File: config.mk
export PLATFORM = sky130hd
export DESIGN_NAME = swci_front_flat
export DESIGN_NICKNAME = d
export VERILOG_FILES = /design/src/hw/rtl/swci_pkg.sv /design/src/hw/rtl/swci_in_if.sv /design/src/hw/rtl/swci_front.sv /design/src/flat_wrapper.sv
export SDC_FILE = /design/constraint.sdc
export NUM_CORES = 2
export LEC_CHECK = 0
export ABC_AREA = 1
export BUFFER_PORTS_ARGS = -buffer_cell sky130_fd_sc_hd__buf_4
export CAP_MARGIN = 5
export CORE_ASPECT_RATIO = 0.8
export CORE_MARGIN = 10
export CORE_UTILIZATION = 53
export DETAILED_ROUTE_END_ITERATION = 16
export HOLD_SLACK_MARGIN = 0.12
export PLACE_DENSITY = 0.7
export SYNTH_ARGS = -nofsm -noshare
export SYNTH_HDL_FRONTEND = slang
export SYNTH_SLANG_ARGS = --single-unit
File: constraint.sdc
create_clock -name clk_i -period 20.4 [get_ports clk_i]
set_input_delay 4.08 -clock clk_i [delete_from_list [all_inputs] [get_ports clk_i]]
set_output_delay 4.08 -clock clk_i [all_outputs]
set_load 0.01 [all_outputs]
File: src/hw/rtl/swci_pkg.sv
// Package for the swath column incidence angle block.
// Holds geometry constants, codes and the query record shared by all modules.
// No dependencies.
package swci_pkg;

  // Table depth and platform geometry, distances in meters.
  localparam int unsigned MAX_SWATHS      = 8;
  localparam longint unsigned PLATFORM_HEIGHT = 64'd693000;
  localparam longint unsigned EARTH_RADIUS    = 64'd6371000;

  // Derived geometry constants.
  localparam longint unsigned GeoK =
      64'd2 * PLATFORM_HEIGHT * EARTH_RADIUS + PLATFORM_HEIGHT * PLATFORM_HEIGHT;
  localparam logic [71:0] GeoKShift = 72'(GeoK) << 20;
  localparam logic [25:0] GeoSum = 26'(PLATFORM_HEIGHT + EARTH_RADIUS);

  // Pi in Q30 for the final angle scaling.
  localparam logic [31:0] PiQ30 = 32'hC90FDAA2;

  // Iteration counts of the serial units.
  localparam int unsigned DivSteps  = 30;
  localparam int unsigned AcosSteps = 22;

  // Item function codes.
  localparam logic FuncWrite = 1'b0;
  localparam logic FuncQuery = 1'b1;

  // Register index of image_width on the configuration port.
  localparam logic RegImageWidth = 1'b0;

  // Classified query handed from the front to the back.
  typedef struct packed {
    logic        ok;
    logic [15:0] diff;
    logic [31:0] near;
    logic [25:0] spacing;
  } query_t;

endpackage

File: src/hw/rtl/swci_in_if.sv
// Input channel of the swath column incidence angle block.
// Carries valid, ready and the item fields. No dependencies.
interface swci_in_if;
  logic        valid;
  logic        ready;
  logic        func;
  logic [2:0]  entry_index;
  logic [15:0] start_col;
  logic [15:0] swath_width;
  logic [31:0] near_range;
  logic [25:0] range_spacing;
  logic [15:0] column;

  modport source(output valid, func, entry_index, start_col, swath_width, near_range,
                 range_spacing, column, input ready);
  modport sink(input valid, func, entry_index, start_col, swath_width, near_range,
               range_spacing, column, output ready);
endinterface

File: src/hw/rtl/swci_front.sv
// Front part: accepts items, keeps the swath table and classifies queries.
// Depends on swci_pkg and swci_in_if.
module swci_front #(
  parameter int unsigned MaxSwaths = swci_pkg::MAX_SWATHS
) (
  input  logic               clk_i,
  input  logic               rst_ni,
  swci_in_if.sink            in_i,
  input  logic [15:0]        image_width_i,
  output logic               push_valid_o,
  input  logic               push_ready_i,
  output swci_pkg::query_t   push_data_o
);
  import swci_pkg::*;

  logic [15:0] start_q [MaxSwaths];
  logic [15:0] width_q [MaxSwaths];
  logic [31:0] near_q  [MaxSwaths];
  logic [25:0] sp_q    [MaxSwaths];

  logic                 accept;
  logic                 is_write;
  logic [MaxSwaths-1:0] hit;
  logic [15:0]          sel_start;
  logic [31:0]          sel_near;
  logic [25:0]          sel_sp;

  // Every item waits for room in the queue, so order is kept.
  assign in_i.ready   = push_ready_i;
  assign accept       = in_i.valid && in_i.ready;
  assign is_write     = (in_i.func == FuncWrite);
  assign push_valid_o = in_i.valid && (in_i.func == FuncQuery);

  // Span part of the table is cleared by reset; width zero disables an entry.
  always_ff @(posedge clk_i or negedge rst_ni) begin
    if (!rst_ni) begin
      for (int i = 0; i < MaxSwaths; i++) begin
        start_q[i] <= '0;
        width_q[i] <= '0;
      end
    end else if (accept && is_write) begin
      for (int i = 0; i < MaxSwaths; i++) begin
        if ({29'd0, in_i.entry_index} == 32'(i)) begin
          start_q[i] <= in_i.start_col;
          width_q[i] <= in_i.swath_width;
        end
      end
    end
  end

  // Ranging part is only read for an entry that a write has enabled.
  always_ff @(posedge clk_i) begin
    if (accept && is_write) begin
      for (int i = 0; i < MaxSwaths; i++) begin
        if ({29'd0, in_i.entry_index} == 32'(i)) begin
          near_q[i] <= in_i.near_range;
          sp_q[i]   <= in_i.range_spacing;
        end
      end
    end
  end

  // Coverage test of every entry in parallel.
  always_comb begin
    for (int i = 0; i < MaxSwaths; i++) begin
      hit[i] = ({1'b0, in_i.column} >= {1'b0, start_q[i]}) &&
               ({1'b0, in_i.column} < ({1'b0, start_q[i]} + {1'b0, width_q[i]}));
    end
  end

  // The lowest-numbered covering entry wins.
  always_comb begin
    sel_start = '0;
    sel_near  = '0;
    sel_sp    = '0;
    for (int i = MaxSwaths - 1; i >= 0; i--) begin
      if (hit[i]) begin
        sel_start = start_q[i];
        sel_near  = near_q[i];
        sel_sp    = sp_q[i];
      end
    end
  end

  // Classification of the query.
  always_comb begin
    push_data_o.ok      = (in_i.column < image_width_i) && (|hit) &&
                          (sel_near != '0) && (sel_sp != '0);
    push_data_o.diff    = in_i.column - sel_start;
    push_data_o.near    = sel_near;
    push_data_o.spacing = sel_sp;
  end

endmodule

File: src/flat_wrapper.sv
// flat-port wrapper written by rule: the top's interface ports become plain ports
module swci_front_flat import swci_pkg::*;
#(
  parameter int unsigned MaxSwaths = swci_pkg::MAX_SWATHS
)
  (clk_i, rst_ni, image_width_i, push_valid_o, push_ready_i, push_data_o, in_i_valid, in_i_func, in_i_entry_index, in_i_start_col, in_i_swath_width, in_i_near_range, in_i_range_spacing, in_i_column, in_i_ready);
  swci_in_if in_i_i ();
  input  logic clk_i;
  input  logic rst_ni;
  input  logic [15:0] image_width_i;
  output logic push_valid_o;
  input  logic push_ready_i;
  output swci_pkg::query_t push_data_o;
  input wire logic [$bits(in_i_i.valid)-1:0] in_i_valid;
  input wire logic [$bits(in_i_i.func)-1:0] in_i_func;
  input wire logic [$bits(in_i_i.entry_index)-1:0] in_i_entry_index;
  input wire logic [$bits(in_i_i.start_col)-1:0] in_i_start_col;
  input wire logic [$bits(in_i_i.swath_width)-1:0] in_i_swath_width;
  input wire logic [$bits(in_i_i.near_range)-1:0] in_i_near_range;
  input wire logic [$bits(in_i_i.range_spacing)-1:0] in_i_range_spacing;
  input wire logic [$bits(in_i_i.column)-1:0] in_i_column;
  output wire logic [$bits(in_i_i.ready)-1:0] in_i_ready;
  assign in_i_i.valid = in_i_valid;
  assign in_i_i.func = in_i_func;
  assign in_i_i.entry_index = in_i_entry_index;
  assign in_i_i.start_col = in_i_start_col;
  assign in_i_i.swath_width = in_i_swath_width;
  assign in_i_i.near_range = in_i_near_range;
  assign in_i_i.range_spacing = in_i_range_spacing;
  assign in_i_i.column = in_i_column;
  assign in_i_ready = in_i_i.ready;
  swci_front #(.MaxSwaths(MaxSwaths)) u_core (.clk_i(clk_i), .rst_ni(rst_ni), .in_i(in_i_i), .image_width_i(image_width_i), .push_valid_o(push_valid_o), .push_ready_i(push_ready_i), .push_data_o(push_data_o));
endmodule
==> out/qor.csv <==
stage,metric,value,unit
floorplanning,die width,336,microns
layout,"Net count, final",5447,
clocking,post_cts resized,0,
clocking,Worst-path clk slew,0.05,ns
hold_path,hold path cells,2,
power,maximum vdd drop,117,uV
floorplanning,# IOs,207,
global_route,largest net degree at the start of global routing,93,
logic_synthesis,Post-Syn Instances,4769,
logic_synthesis,Post-Syn Nets,5314,
layout,most frequent cells in the layout,"1234 x nand2_1, 561 x inv_1, 464 x edfxtp_1",
setup_path,Setup CP Type,in2out,
routing,Via density,5.71,
sta,Least-Margin Pin Slew,1.16,ns
layout,fin area,47400,sq um
sta,Hold WS,0.492,ns
routing,Starting DRT DRC Count,4097,
setup_path,reg2reg end,u_core.start_q[1],
floorplanning,Core Region,79100,sq um
power,Lkg Pwr,22.0,nW
setup_path,R2R Setup Slk,19.52,ns
setup_path,critical path's slowest cell,clkinv_1,
routing,drt total wl,129,mm
clocking,hold-fix buffers at CTS,0,
clocking,Inserted Clock Buffers,78,
floorplanning,Die H,273,microns
placed_design,Area after DPL,44800,sq um
global_route,GR Overflow Total,0,
clocking,Worst-Skew Late Latency,0.63,ns
logic_synthesis,Synth Cell Area,42500,sq um
logic_synthesis,number of distinct library cells after synthesis,53,
logic_synthesis,Synth Warn #,0,
layout,"commonest non-fill, non-tap cell in the layout",nand2_1,
sta,fin. max-slew vios,0,
routing,via count,34306,
placed_design,post-DP HPWL,89.2,mm
sta,Max-slew headroom,0.225,
global_route,initial antenna violation count,7,
setup_path,CP arrival,11.19,ns
hold_path,Worst Hold Path EP,u_core.width_q[78],
routing,router iterations before antenna repair,8,
layout,Final Util,0.600,
setup_path,critical path launch point type,primary input,
clocking,clk sink count,720,
setup_path,most frequent CP cell,o21ai_0,
run_status,outcome,completed,
logic_synthesis,Main synth FF type,edfxtp_1,
placed_design,Port-buffer cells,206,
setup_path,CP max stage delay,0.65,ns
job,max_cap viols,0,
setup_path,R2R cell count,2,
logic_synthesis,"EDFF count, synth",464,
sta,Tcrit/Tclk final,0.749,
logic_synthesis,#FFs+latches synth,720,
routing,Routed Antenna Nets,0,
routing,DRC viols,0,
setup_path,R2R Path Start,u_core.start_q[1],
sta,fin crit period,15.27,ns
clocking,Root Driver,clkbuf_16,
hold_path,Hold WC Path Type,reg2reg,
sta,Clock Skews,0,ns
clocking,H-tree depth,3,
floorplanning,num rows,92,
clocking,CTS tree,built,
clocking,CTS Buffer Depth,3,
layout,Area Growth Syn to Fin,11.7,%
sta,maximum clock frequency,0.0655,GHz
logic_synthesis,ys async rst share,0.356,
logic_synthesis,sequential fraction of the synthesis area,0.479,
setup_path,worst-path maximum fanout,83,
sta,Final Hold Viols,0,
sta,RSZ-0062 raised after global routing,no,
hold_path,Worst Min Path Start,u_core.width_q[78],
clocking,Post CTS Setup Buffer Count,0,
global_route,Total GRT Usage,0.276,
placed_design,Final Wtd Congestion,0.958,
layout,layout cell share with drive strength beyond 1,0.0966,
floorplanning,Die Area,91900,sq um
logic_synthesis,syn avg cell area,8.90,sq um
setup_path,critical path data required time,16.32,ns
global_route,number of global-route vias before repair,31677,
power,Pwr Density,157,nW/um^2
setup_path,critical path capture point type,output pin,
sta,final setup fails,0,
floorplanning,Starting Density,0.537,
global_route,first-pass GRT wire length,195,mm
sta,TNS Setup,0,ns
routing,drt wl/cell,21.6,microns
state kept, by name, indices dropped and copies added (netlist names):
signal and cells:
u_core.near_q 256, u_core.start_q 128, u_core.width_q 128, u_core.sp_q 208
stage by stage:
| stage | setup slack, ns | std cells | total power, mW |
|---|---|---|---|
| after floorplan | 7.37 | 4769 | 4.48 |
| after global placement | 5.28 | 5856 | 5.87 |
| after detailed placement | 5.22 | 5856 | 5.94 |
| after CTS | 5.19 | 6001 | 7.40 |
| after global routing | 4.52 | 6002 | 8.00 |
| final | 5.13 | 6003 | 7.44 |
per-layer routing:
| layer | vias up | track usage | share of wire | wire length [microns] |
|---|---|---|---|---|
| met3 | 162 | 0.0705 | 0.10 | 13200 |
| met1 | 16254 | 0.411 | 0.46 | 59100 |
| met5 | - | 0 | 0.00029 | 37 |
| met4 | 6 | 0.0645 | 0.022 | 2870 |
| li1 | 16382 | - | - | - |
| met2 | 1502 | 0.398 | 0.42 | 54200 |
worst max-delay path: cells and delay by family:
family                   cells  cell delay, ns
AO/OA/AOI/OAI               19            2.93
XOR/XNOR                     1            0.19
adder cells (fa/ha/maj)      2            0.91
buffers and inverters        7            2.01
AND/OR/NAND/NOR              9            0.94
cells by family after synthesis:
| kind of cell | count (synthesis) | synth area share |
|---|---|---|
| and+or+nand+nor | 1910 | 0.194 |
| buffers and inverters | 767 | 0.0716 |
| adders and majority gates | 415 | 0.124 |
| xor gates and xnor gates | 124 | 0.0256 |
| AOI/OAI and AO/OA | 833 | 0.106 |
| DFF | 720 | 0.479 |
worst max path at each step:
stage | startpoint | endpoint | slack (ns) | depth (start not counted)
floorplan | in_i_column[0] | push_data_o[73] | 7.37 | 37
global placement | in_i_column[0] | push_data_o[73] | 5.28 | 38
detailed placement | in_i_column[0] | push_data_o[73] | 5.22 | 38
CTS | in_i_column[0] | push_data_o[73] | 5.19 | 38
global route | in_i_column[0] | push_data_o[73] | 4.52 | 38
finish | in_i_column[0] | push_data_o[73] | 5.13 | 38
Yosys cell counts, types with 3 or more instances:
master    instances  area share
nand2_1        1234        0.11
inv_1           561       0.050
edfxtp_1        464        0.33
o21ai_0         407       0.048
ha_1            406        0.12
a21oi_1         271       0.032
dfrtp_1         256        0.15
nand3_1         255       0.030
nand4_1         143       0.021
nor2_1          126       0.011
clkbuf_1        110      0.0097
or2_2            82       0.012
xor2_1           82       0.017
buf_2            53      0.0062
xnor2_1          42      0.0087
o211ai_1         36      0.0064
nor3_1           35      0.0041
o21ai_1          34      0.0040
o21bai_1         26      0.0046
buf_1            13      0.0011
buf_4            11      0.0019
a21o_1           10      0.0018
fa_1              9      0.0042
a31oi_1           7      0.0010
buf_6             7      0.0019
nor4_1            7      0.0010
o21a_1            7      0.0012
o221ai_1          7      0.0014
o22ai_1           7      0.0010
a211oi_1          6      0.0011
clkinv_1          6     0.00053
inv_2             6     0.00053
or2_0             6     0.00088
nand3b_1          5     0.00088
o31ai_1           5     0.00088
nand3_2           4     0.00094
o21bai_2          3     0.00080
power breakdown:
group	total, mW	internal (mW)	switching, mW
combinational	4.22	1.48	2.74
sequential	1.77	1.68	0.0965
clock	1.45	0.837	0.611
total	7.44	4.00	3.45
cell type report:
class,instances,area (sq um)
Clock buffer,103,2120
Sequential cell,720,20300
Inverter,573,2150
Timing Repair Buffer,247,1860
Tap cell,1034,1290
Multi-Input combinational cell,3282,19200
Clock inverter,42,470
Fill cell,6598,31700
Antenna cell,2,5.00
(Power assumes the default switching activity.)
