$ cat config.mk
export PLATFORM = sky130hd
export DESIGN_NAME = swci_queue
export DESIGN_NICKNAME = d
export VERILOG_FILES = /design/src/hw/rtl/swci_pkg.sv /design/src/hw/rtl/swci_queue.sv
export SDC_FILE = /design/constraint.sdc
export NUM_CORES = 1
export LEC_CHECK = 0
export BUFFER_PORTS_ARGS = -buffer_cell sky130_fd_sc_hd__buf_2
export CAP_MARGIN = 20
export CELL_PAD_IN_SITES_DETAIL_PLACEMENT = 2
export CELL_PAD_IN_SITES_GLOBAL_PLACEMENT = 2
export CORE_MARGIN = 2
export CORE_UTILIZATION = 35
export DETAILED_ROUTE_END_ITERATION = 12
export HOLD_SLACK_MARGIN = 0.15
export PLACE_DENSITY_LB_ADDON = 0.2
export SLEW_MARGIN = 0
export SYNTH_ARGS = -nofsm -noshare
export SYNTH_HDL_FRONTEND = slang
export SYNTH_SLANG_ARGS = --single-unit
$ cat constraint.sdc
create_clock -name clk_i -period 4.5 [get_ports clk_i]
set_input_delay 0.675 -clock clk_i [delete_from_list [all_inputs] [get_ports clk_i]]
set_output_delay 0.675 -clock clk_i [all_outputs]
set_load 0.1 [all_outputs]
$ cat src/hw/rtl/swci_pkg.sv
// Package for the swath column incidence angle block.
// Holds geometry constants, codes and the query record shared by all modules.
// No dependencies.
package swci_pkg;

  // Table depth and platform geometry, distances in meters.
  localparam int unsigned MAX_SWATHS      = 8;
  localparam longint unsigned PLATFORM_HEIGHT = 64'd693000;
  localparam longint unsigned EARTH_RADIUS    = 64'd6371000;

  // Derived geometry constants.
  localparam longint unsigned GeoK =
      64'd2 * PLATFORM_HEIGHT * EARTH_RADIUS + PLATFORM_HEIGHT * PLATFORM_HEIGHT;
  localparam logic [71:0] GeoKShift = 72'(GeoK) << 20;
  localparam logic [25:0] GeoSum = 26'(PLATFORM_HEIGHT + EARTH_RADIUS);

  // Pi in Q30 for the final angle scaling.
  localparam logic [31:0] PiQ30 = 32'hC90FDAA2;

  // Iteration counts of the serial units.
  localparam int unsigned DivSteps  = 30;
  localparam int unsigned AcosSteps = 22;

  // Item function codes.
  localparam logic FuncWrite = 1'b0;
  localparam logic FuncQuery = 1'b1;

  // Register index of image_width on the configuration port.
  localparam logic RegImageWidth = 1'b0;

  // Classified query handed from the front to the back.
  typedef struct packed {
    logic        ok;
    logic [15:0] diff;
    logic [31:0] near;
    logic [25:0] spacing;
  } query_t;

endpackage

$ cat src/hw/rtl/swci_queue.sv
// Two-entry queue of classified queries between the front and the back.
// Depends on swci_pkg.
module swci_queue (
  input  logic             clk_i,
  input  logic             rst_ni,
  input  logic             push_valid_i,
  output logic             push_ready_o,
  input  swci_pkg::query_t push_data_i,
  output logic             pop_valid_o,
  input  logic             pop_ready_i,
  output swci_pkg::query_t pop_data_o
);
  import swci_pkg::*;

  query_t     slot_q [2];
  logic       wr_q, wr_d;
  logic       rd_q, rd_d;
  logic [1:0] cnt_q, cnt_d;
  logic       push, pop;

  assign push_ready_o = (cnt_q != 2'd2);
  assign pop_valid_o  = (cnt_q != 2'd0);
  assign pop_data_o   = slot_q[rd_q];
  assign push         = push_valid_i && push_ready_o;
  assign pop          = pop_valid_o && pop_ready_i;

  // Pointer and fill count update.
  always_comb begin
    wr_d  = push ? ~wr_q : wr_q;
    rd_d  = pop ? ~rd_q : rd_q;
    cnt_d = cnt_q + {1'b0, push} - {1'b0, pop};
  end

  always_ff @(posedge clk_i or negedge rst_ni) begin
    if (!rst_ni) begin
      wr_q  <= 1'b0;
      rd_q  <= 1'b0;
      cnt_q <= 2'd0;
    end else begin
      wr_q  <= wr_d;
      rd_q  <= rd_d;
      cnt_q <= cnt_d;
    end
  end

  // Storage of the queued items.
  always_ff @(posedge clk_i) begin
    if (push) begin
      slot_q[wr_q] <= push_data_i;
    end
  end

endmodule

==> summary.md, run 1 <==
| Metric | Value |
|---|---|
| Slowest stage cell, crit path | dfrtp_4 |
| Resized Gates After CTS | 0 |
| Most frequent cells in the layout | 155 x buf_2, 150 x edfxtp_1, 40 x mux2_4 |
| TritonCTS sink count | 154 |
| Worst Skew | 0.00369 ns |
| IO buf count | 155 |
| CTS tree | done |
| Drt pass-1 iters | 4 |
| Dpl cells | 617 |
| FF+latch area | 4610 sq um |
| Initial antenna violation count | 0 |
| GRT Util Overall | 14.7% |
| Critical path fanouts, max | 35 |
| Setup TNS | 0 ns |
| Hold Vio Cnt, Final | 0 |
| DIE HEIGHT | 132 microns |
| Syn nets | 331 |
| Post-route design area | 7410 sq um |
| Seq/Total Area, Yosys | 79.9% |
| Die X | 132 microns |
| Hold_sp | push_data_i[24] |
| Vias in the first global route | 3319 |
| DRC Markers | 0 |
| WS Path Type | register to output port |
| GR Overflow Total | 0 |
| Filler instances | 1536 |
| CP arrival | 2.40 ns |
| HP Class | input port to register |
| Skew-Pair Late Insertion Delay | 0.42 ns |
| Initial Utilization | 36.0% |
| Non-filler cells, final | 652 |
| Cts bufs inserted | 17 |
| CP Launch Point | rd_q |
| WHS Endpoint | slot_q[0][24] |
| CP delay by family, top | flip-flops |
| Synth Warn # | 0 |
| Relative slew slack | 62.6% |
| Setup Fix Bufs, Post-CTS | 0 |
| Final Wtd Congestion | 0.675 |
| Mapped Area | 5760 sq um |
| Measured slew at the worst slew-check pin | 0.561 ns |
| Worst Setup End Kind | output port |
| Antenna Nets Post-Route | 0 |
| Synthesized instance count | 250 |
| Multiplexer area fraction after synthesis | 17.3% |
| R2R setup slack | 2.43 ns |
| Synth Area in Simple Gates | 0.564% |
| Most common library cell in the layout ignoring fill and taps | buf_2 |
| Antenna cell count | 0 |
| Count of final setup violators | 0 |
| Worst Hold Depth | 1 |
| Multi-input gate area in the final layout | 1100 sq um |
| Worst path cell trace | buf_4 > mux2_2 > buf_2 |
| Die Area | 17500 sq um |
| Cell Area, Placed | 6790 sq um |
| Worst Path Buf+Inv | 2 |
| Hold-fix buffers at CTS | 1 |
| Synth unique cells | 17 |
| Worst R2R Path Depth | 5 |
| # rows | 46 |
| Max stage delay on crit path | 0.79 ns |
| RR Startpoint | cnt_q[1] |
| Global-route wire length before repair | 19.0 mm |
| Detailed Place HPWL | 7.99 mm |
| Critical Path RT | 3.83 ns |
| RSZ-0062 raised after global routing | false |
| CTS Buffer Depth | 2 |
| Number of vias per cell | 4.50 |
| Largest family of logic cells by synthesized area | multiplexers |
| Wire per inst | 18.7 microns |
| Clk Tree Root Cell | clkbuf_16 |
| DRT iter0 DRCs | 115 |
| Max-slew violation count | 0 |
| Post-Synth XOR/XNOR Area | 0.608% |
| NumNets Final | 504 |
| Final Cycle Share | 68.4% |
| Top-level I/O count | 156 |
| Fmax achieved | 325 MHz |
| Fraction of layout cells with a size suffix above 1 | 61.5% |
| Area grow syn2layout | 28.6% |
| Adder-Cell Fraction of Synth Area | 0.434% |
| Largest net degree at the start of global routing | 76 |
| Compound-Gate Fraction of Synth Area | 0% |
| CTS clock-pin slew for the worst setup and hold paths | 0.06 ns |
| #FFs+latches synth | 154 |
| Via count | 2934 |
| Reg2reg end | slot_q[0][3] |
| Startpoint Class | register |
| H-tree depth | 4 |
| WL final | 12.2 mm |
| Max Cap Viol | 0 |
| Avg Inst Size Synth | 23.1 sq um |
| Outcome | complete, no violations |
| Core ar. | 16000 sq um |
| Post-layout min period | 3.08 ns |
-- registers in the layout (all words and copies together) (netlist names) --
| register | flops |
|---|---|
| wr_q | 1 |
| slot_q | 150 |
| rd_q | 1 |
| cnt_q | 2 |
-- per-layer routing --
metal	up-vias	track usage [%]	part of all wire (%)
met1	1471	17.0	41
met4	0	5.73	1.6
met5	-	0	0
met2	111	24.6	51
li1	1337	-	-
met3	15	5.69	5.9
-- how the worst max path moves through the flow --
| stage | cells past startpoint | to | slack, ns |
|---|---|---|---|
| finish | 3 | pop_data_o[1] | 1.42 |
| global route | 3 | pop_data_o[1] | 1.27 |
| CTS | 3 | pop_data_o[74] | 1.36 |
| detailed placement | 3 | pop_data_o[74] | 1.83 |
| global placement | 3 | pop_data_o[74] | 1.86 |
| floorplan | 3 | slot_q[0][0] | 0.67 |
-- stage by stage --
step           hold WS, ns  utilization [%]  setup slack, ns
5_1_grt              0.415             46.3             1.27
4_1_cts              0.416             46.0             1.36
6_report             0.445             46.3             1.42
3_5_place_dp         0.490             42.4             1.83
2_1_floorplan        0.379                -            0.674
3_3_place_gp         0.489             42.4             1.86
-- final cells by class --
class,count,area share [%]
flip-flops and latches,154,62.2
multi-input cells,87,14.8
repair buffers,162,11.7
clock buffers,17,5.74
well taps,216,3.65
clock inverters,15,1.81
inverters,1,0.0506
-- cells in the mapped netlist (all sizes together) --
master / instances / share of area [%]
dfrtp: 4 / 1.7
nand2b: 1 / 0.11
ha: 2 / 0.43
nand2: 1 / 0.065
and3: 1 / 0.11
or2: 1 / 0.11
xnor2: 3 / 0.46
buf: 8 / 1.2
inv: 1 / 0.065
xor2: 1 / 0.15
mux2: 75 / 17
and2: 1 / 0.11
nor2: 1 / 0.065
edfxtp: 150 / 78
-- cells by family (layout without fill, tap and decap cells) --
kind of cell | after synthesis | after routing
xor gates and xnor gates | 4 | 4
adders and majority gates | 2 | 2
buffers and inverters | 9 | 195
DFF | 154 | 154
muxes | 75 | 75
and+or+nand+nor | 6 | 6
-- worst reg2reg max path, delay by kind of cell (launching register included) --
family	cells	cell delay, ns
flip-flops	1	0.40
AND/OR/NAND/NOR	3	0.72
buffers and inverters	2	0.60
Power of run 1 is not shown: default switching activity piles up to over one toggle a cycle in this logic, so the estimate is an artifact.
==> inputs of run 2 (changes only) <==
- ABC_AREA: default -> 1
- CORE_UTILIZATION: 35 -> 31
- clock period: 4.5 -> 2.65 ns (I/O delays scaled with it)
==> run 2 against run 1 <==
Via count up 28%. Largest cell class unchanged. Highest routed layer unchanged. Area after synthesis down 0.91%. Final cell count is 28% higher. Setup slack got worse by 0.93 ns. Critical path depth increased by 2. Synthesized cell count up 70%.
==> summary.md, run 2 <==
| Metric | Value |
|---|---|
| Final worst-path setup slack | 0.489 ns |
| TritonCTS sink count | 154 |
| Critical Path RT | 2.25 ns |
| Largest register FFs | 150 |
| Top-count cell post-synth | nand2_1 |
| CTS tree | done |
| Antenna Nets Post-Route | 0 |
| Most frequent cells in the layout | 237 x nand2_1, 150 x edfxtp_1, 80 x buf_2 |
| Number of vias per cell | 4.50 |
| Worst Skew | 0.00870 ns |
| DRT iter0 DRCs | 114 |
| RSZ-0062 raised after global routing | false |
| Initial Utilization | 31.7% |
| Post-Synth XOR/XNOR Area | 0% |
| Drt pass-1 iters | 4 |
| Worst Setup End Kind | output port |
| Startpoint Class | register |
| Share of the synthesized area in the top cell type | 78.9% |
| Synth Warn # | 0 |
| Register with the most flip-flops | slot_q |
| Setup TNS | 0 ns |
| Most common library cell in the layout ignoring fill and taps | nand2_1 |
| Mapped Area | 5710 sq um |
| WS Path Type | register to output port |
| Outcome | complete, no violations |
| Area grow syn2layout | 48.4% |
| Setup slack after placement | 0.716 ns |
| CTS clock-pin slew for the worst setup and hold paths | 0.06 ns |
| Worst Path Buf+Inv | 3 |
| Vias in the first global route | 4136 |
| WL final | 14.6 mm |
| Count of final setup violators | 0 |
| Synth Area in Simple Gates | 16.0% |
| GR Overflow Total | 0 |
| Syn nets | 505 |
| Core Util, Final | 47.0% |
| Max Cap Viol | 0 |
| Final Wtd Congestion | 0.685 |
| H-tree depth | 4 |
| Largest net degree at the start of global routing | 77 |
| Fmax achieved | 463 MHz |
| Non-filler cells, final | 833 |
| Multiplexer area fraction after synthesis | 0% |
| Largest regs | slot_q x150, cnt_q x2 |
| Global-route wire length before repair | 22.7 mm |
| Seq/Total Area, Yosys | 80.6% |
| CP dominant cell by count | nand2_1 |
| Initial antenna violation count | 1 |
| Area leader, netlist | edfxtp_1 |
| DIE HEIGHT | 140 microns |
| Die X | 140 microns |
| Relative slew slack | 55.9% |
| Top cells by count, synth | 238 x nand2_1, 150 x edfxtp_1, 8 x inv_1 |
| Avg Inst Size Synth | 13.5 sq um |
| Max stage delay on crit path | 0.43 ns |
| #FFs+latches synth | 154 |
| Multi-input gate area in the final layout | 947 sq um |
| Measured slew at the worst slew-check pin | 0.662 ns |
| CP arrival | 1.76 ns |
| Synth unique cells | 11 |
| Post-synth ARST share | 2.60% |
| # rows | 49 |
| Final Cycle Share | 81.5% |
| NumNets Final | 673 |
| HP Class | input port to register |
| Via count | 3752 |
| Resized Gates After CTS | 0 |
| GRT Util Overall | 15.3% |
| IO buf count | 155 |
| Post-layout min period | 2.16 ns |
| Filler instances | 1768 |
| Cts bufs inserted | 17 |
| R2R setup slack | 0.77 ns |
| Worst path cell trace | inv_2 > buf_4 > nand2_1 > nand2_1 > buf_12 |
| Critical path fanouts, max | 41 |
| Detailed Place HPWL | 9.76 mm |
| CTS Buffer Depth | 2 |
| Skew-Pair Late Insertion Delay | 0.41 ns |
| Top_reg_cell synth | edfxtp_1 |
| Top-level I/O count | 156 |
| Clk Tree Root Cell | clkbuf_16 |
| Slowest stage cell, crit path | dfrtp_2 |
| Hold Vio Cnt, Final | 0 |
| Dpl cells | 798 |
| Compound-Gate Fraction of Synth Area | 0% |
| Core ar. | 18000 sq um |
| Die Area | 19500 sq um |
| EDFF count, synth | 150 |
| Fraction of layout cells with a size suffix above 1 | 31.7% |
| Wire per inst | 17.5 microns |
| Max-slew violation count | 0 |
| Adder-Cell Fraction of Synth Area | 0.438% |
| Synthesized instance count | 424 |
| Largest family of logic cells by synthesized area | simple AND/OR/NAND/NOR gates |
| FF+latch area | 4610 sq um |
| DRC Markers | 0 |
| Synth top area cells | edfxtp_1 79%, nand2_1 16%, dfrtp_1 1.8% |
| CP delay by family, top | buffers and inverters |
-- run 2: layer usage --
layer / share of wire (%) / vias up / global-route usage, %
met3: 4.3 / 12 / 3.92
met1: 41 / 1882 / 19.1
met2: 54 / 101 / 25.9
met5: 0 / - / 0
met4: 1.2 / 0 / 5.47
li1: - / 1757 / -
-- run 2: through the flow --
stage          area (sq um)  hold slack, ns
4_1_cts                8470           0.150
6_report               8480           0.173
3_3_place_gp           7870           0.220
2_1_floorplan          5720           0.102
3_5_place_dp           7870           0.221
5_1_grt                8480           0.151
-- run 2: area by class of cell --
class	count	area share, %
tap	229	3.38
clock inverter	10	1.51
sequential	154	54.3
antenna	1	0.0295
inverter	9	0.443
timing repair buffer	166	24.0
multi-input combinational	244	11.2
clock buffer	20	5.15
-- run 2: path summary, 6_finish.rpt --
kind / start / to / cells after the start
worst max-delay path: rd_q / pop_data_o[72] / 5
worst min-delay path: push_data_i[67] / slot_q[1][67] / 1
worst max register to register: cnt_q[0] / slot_q[0][62] / 5
worst min register to register: wr_q / wr_q / 2
max in group asynchronous: rst_ni / rd_q / 2
min in group asynchronous: rst_ni / wr_q / 2
-- run 2: logic make-up (layout without fill, tap and decap cells) --
family | count (synthesis) | in the layout
buffers and inverters | 26 | 205
and+or+nand+nor | 242 | 242
adders and majority gates | 2 | 2
DFF | 154 | 154
other | 0 | 1
-- run 2: what timing repair did --
action / 4_1_cts / 5_1_grt
hold buffers: 4 / 0
hold endpoints to repair: 9 / 0
endpoints found under the setup margin: 0 / 0
buffers inserted: 0 / 0
-- run 2: worst reg2reg max path: stages (launching register included) --
cell	delay, ns
dfrtp_1	0.39
inv_1	0.09
nand2_2	0.07
nand3_1	0.14
clkinvlp_4	0.53
buf_12	0.39
Power of run 2 is left out for the same reason.
==> inputs of run 3 (changes only) <==
- CORE_UTILIZATION: 31 -> 34
- clock period: 2.65 -> 2.2 ns (I/O delays scaled with it)
==> run 3 against run 2 <==
Setup slack lost 0.38 ns. Die area shrank 8.6%. Sequential share of layout area shrank 4.4 points. Critical path type unchanged. Global-route usage grew 6.0 points. First-iteration DRC count grew 56%.
==> summary.md, run 3 (synthesis results as in run 2) <==
| Metric | Value |
|---|---|
| Outcome | complete, no violations |
| Drt pass-1 iters | 4 |
| Setup TNS | 0 ns |
| FF+latch area | 4610 sq um |
| Critical Path RT | 1.87 ns |
| Post-layout min period | 2.09 ns |
| Number of vias per cell | 4.53 |
| Top layer in use | met4 |
| Largest register FFs | 150 |
| Count of final setup violators | 0 |
| Fraction of layout cells with a size suffix above 1 | 28.9% |
| CP arrival | 1.76 ns |
| Die Area | 17800 sq um |
| Top-level I/O count | 156 |
| GR Overflow Total | 0 |
| Largest regs | slot_q x150, cnt_q x2 |
| Setup Fix Bufs, Post-CTS | 0 |
| Max Cap Viol | 0 |
| DIE HEIGHT | 134 microns |
| Initial Utilization | 34.6% |
| Final Wtd Congestion | 0.703 |
| CTS clock-pin slew for the worst setup and hold paths | 0.05 ns |
| Die X | 134 microns |
| Via count | 4065 |
| Area grow syn2layout | 61.6% |
| DRC Markers | 0 |
| CTS Buffer Depth | 2 |
| GRT Util Overall | 21.3% |
| Fmax achieved | 478 MHz |
| Cts bufs inserted | 17 |
| Clk Tree Root Cell | clkbuf_16 |
| HP Class | input port to register |
| Post-route design area | 9230 sq um |
| WL final | 18.2 mm |
| Most frequent cells in the layout | 236 x nand2_1, 150 x edfxtp_1, 80 x buf_2 |
| Hold Vio Cnt, Final | 0 |
| Post-Route M1 WL | 6.76 mm |
| H-tree depth | 4 |
| # rows | 47 |
| Register with the most flip-flops | slot_q |
| Dpl cells | 789 |
| Max-slew violation count | 0 |
| Largest net degree at the start of global routing | 77 |
| Hold WS | 0.180 ns |
| Most common library cell in the layout ignoring fill and taps | nand2_1 |
| Multi-input gate area in the final layout | 973 sq um |
| CTS tree | done |
| RSZ-0062 raised after global routing | false |
| Worst Setup End Kind | output port |
| Vias in the first global route | 4866 |
| Filler instances | 1492 |
| Met2 wire length | 10.4 mm |
| Non-filler cells, final | 897 |
| Detailed Place HPWL | 10.4 mm |
| Startpoint Class | register |
| Core ar. | 16500 sq um |
| Met3 WL post-DR | 749 microns |
| Critical path fanouts, max | 76 |
| Measured slew at the worst slew-check pin | 0.531 ns |
| Global-route wire length before repair | 27.8 mm |
| Relative slew slack | 64.6% |
| DRT iter0 DRCs | 178 |
| NumNets Final | 745 |
| Cell Area, Placed | 7900 sq um |
| Skew-Pair Late Insertion Delay | 0.42 ns |
| Final Cycle Share | 95.2% |
| TritonCTS sink count | 154 |
| Worst Skew | 0.00927 ns |
| Wire per inst | 20.2 microns |
| Antenna Nets Post-Route | 0 |
| Initial antenna violation count | 1 |
| IO buf count | 155 |
| WS Path Type | register to output port |
[run 3: changes by cell type in the layout (fill, tap and decap cells not counted), sizes merged]
| cell | before | now |
|---|---|---|
| diode | 1 | 2 |
| clkbuf | 20 | 19 |
| clkinvlp | 2 | 3 |
| dlygate4sd3 | 4 | 76 |
[run 3: cell type report]
type	instances	area share (%)
flip-flops and latches	154	49.9
clock buffers	19	4.69
multi-input cells	244	10.5
diodes	2	0.0542
well taps	220	2.98
inverters	9	0.407
clock inverters	11	1.41
repair buffers	238	30.0
[run 3: final timing paths]
path	cells after the start	to	start	slack [ns]
max reg2reg	5	slot_q[0][17]	cnt_q[0]	0.52
min	3	rd_q	pop_ready_i	0.18
min in group asynchronous	2	cnt_q[0]	rst_ni	0.26
max in group asynchronous	2	rd_q	rst_ni	1.79
max	5	pop_data_o[45]	rd_q	0.11
min reg2reg	2	wr_q	wr_q	0.51
[run 3: through the flow]
stage	utilization (%)	setup slack, ns
after floorplan	-	-0.0438
after global placement	47.8	0.549
after detailed placement	47.8	0.487
after CTS	55.8	0.00793
after global routing	55.8	0.0103
final	55.9	0.106
[run 3: routing by layer]
layer / global-route usage [%] / up-vias
li1: - / 1902
met4: 7.15 / 0
met1: 23.0 / 2027
met2: 40.6 / 118
met3: 5.33 / 18
met5: 0 / -
[run 3: what timing repair did]
action / CTS / global route
gates resized for setup: 0 / 1
hold endpoints to repair: 154 / 0
hold buffers: 76 / 0
endpoints found under the setup margin: 0 / 22
[run 3: critical path, cell delays in order (launching register included)]
cell and delay, ns:
dfrtp_2 0.43, inv_2 0.07, buf_12 0.31, nand2_1 0.14, nand2_1 0.16, buf_12 0.19
Power of run 3 is left out for the same reason.
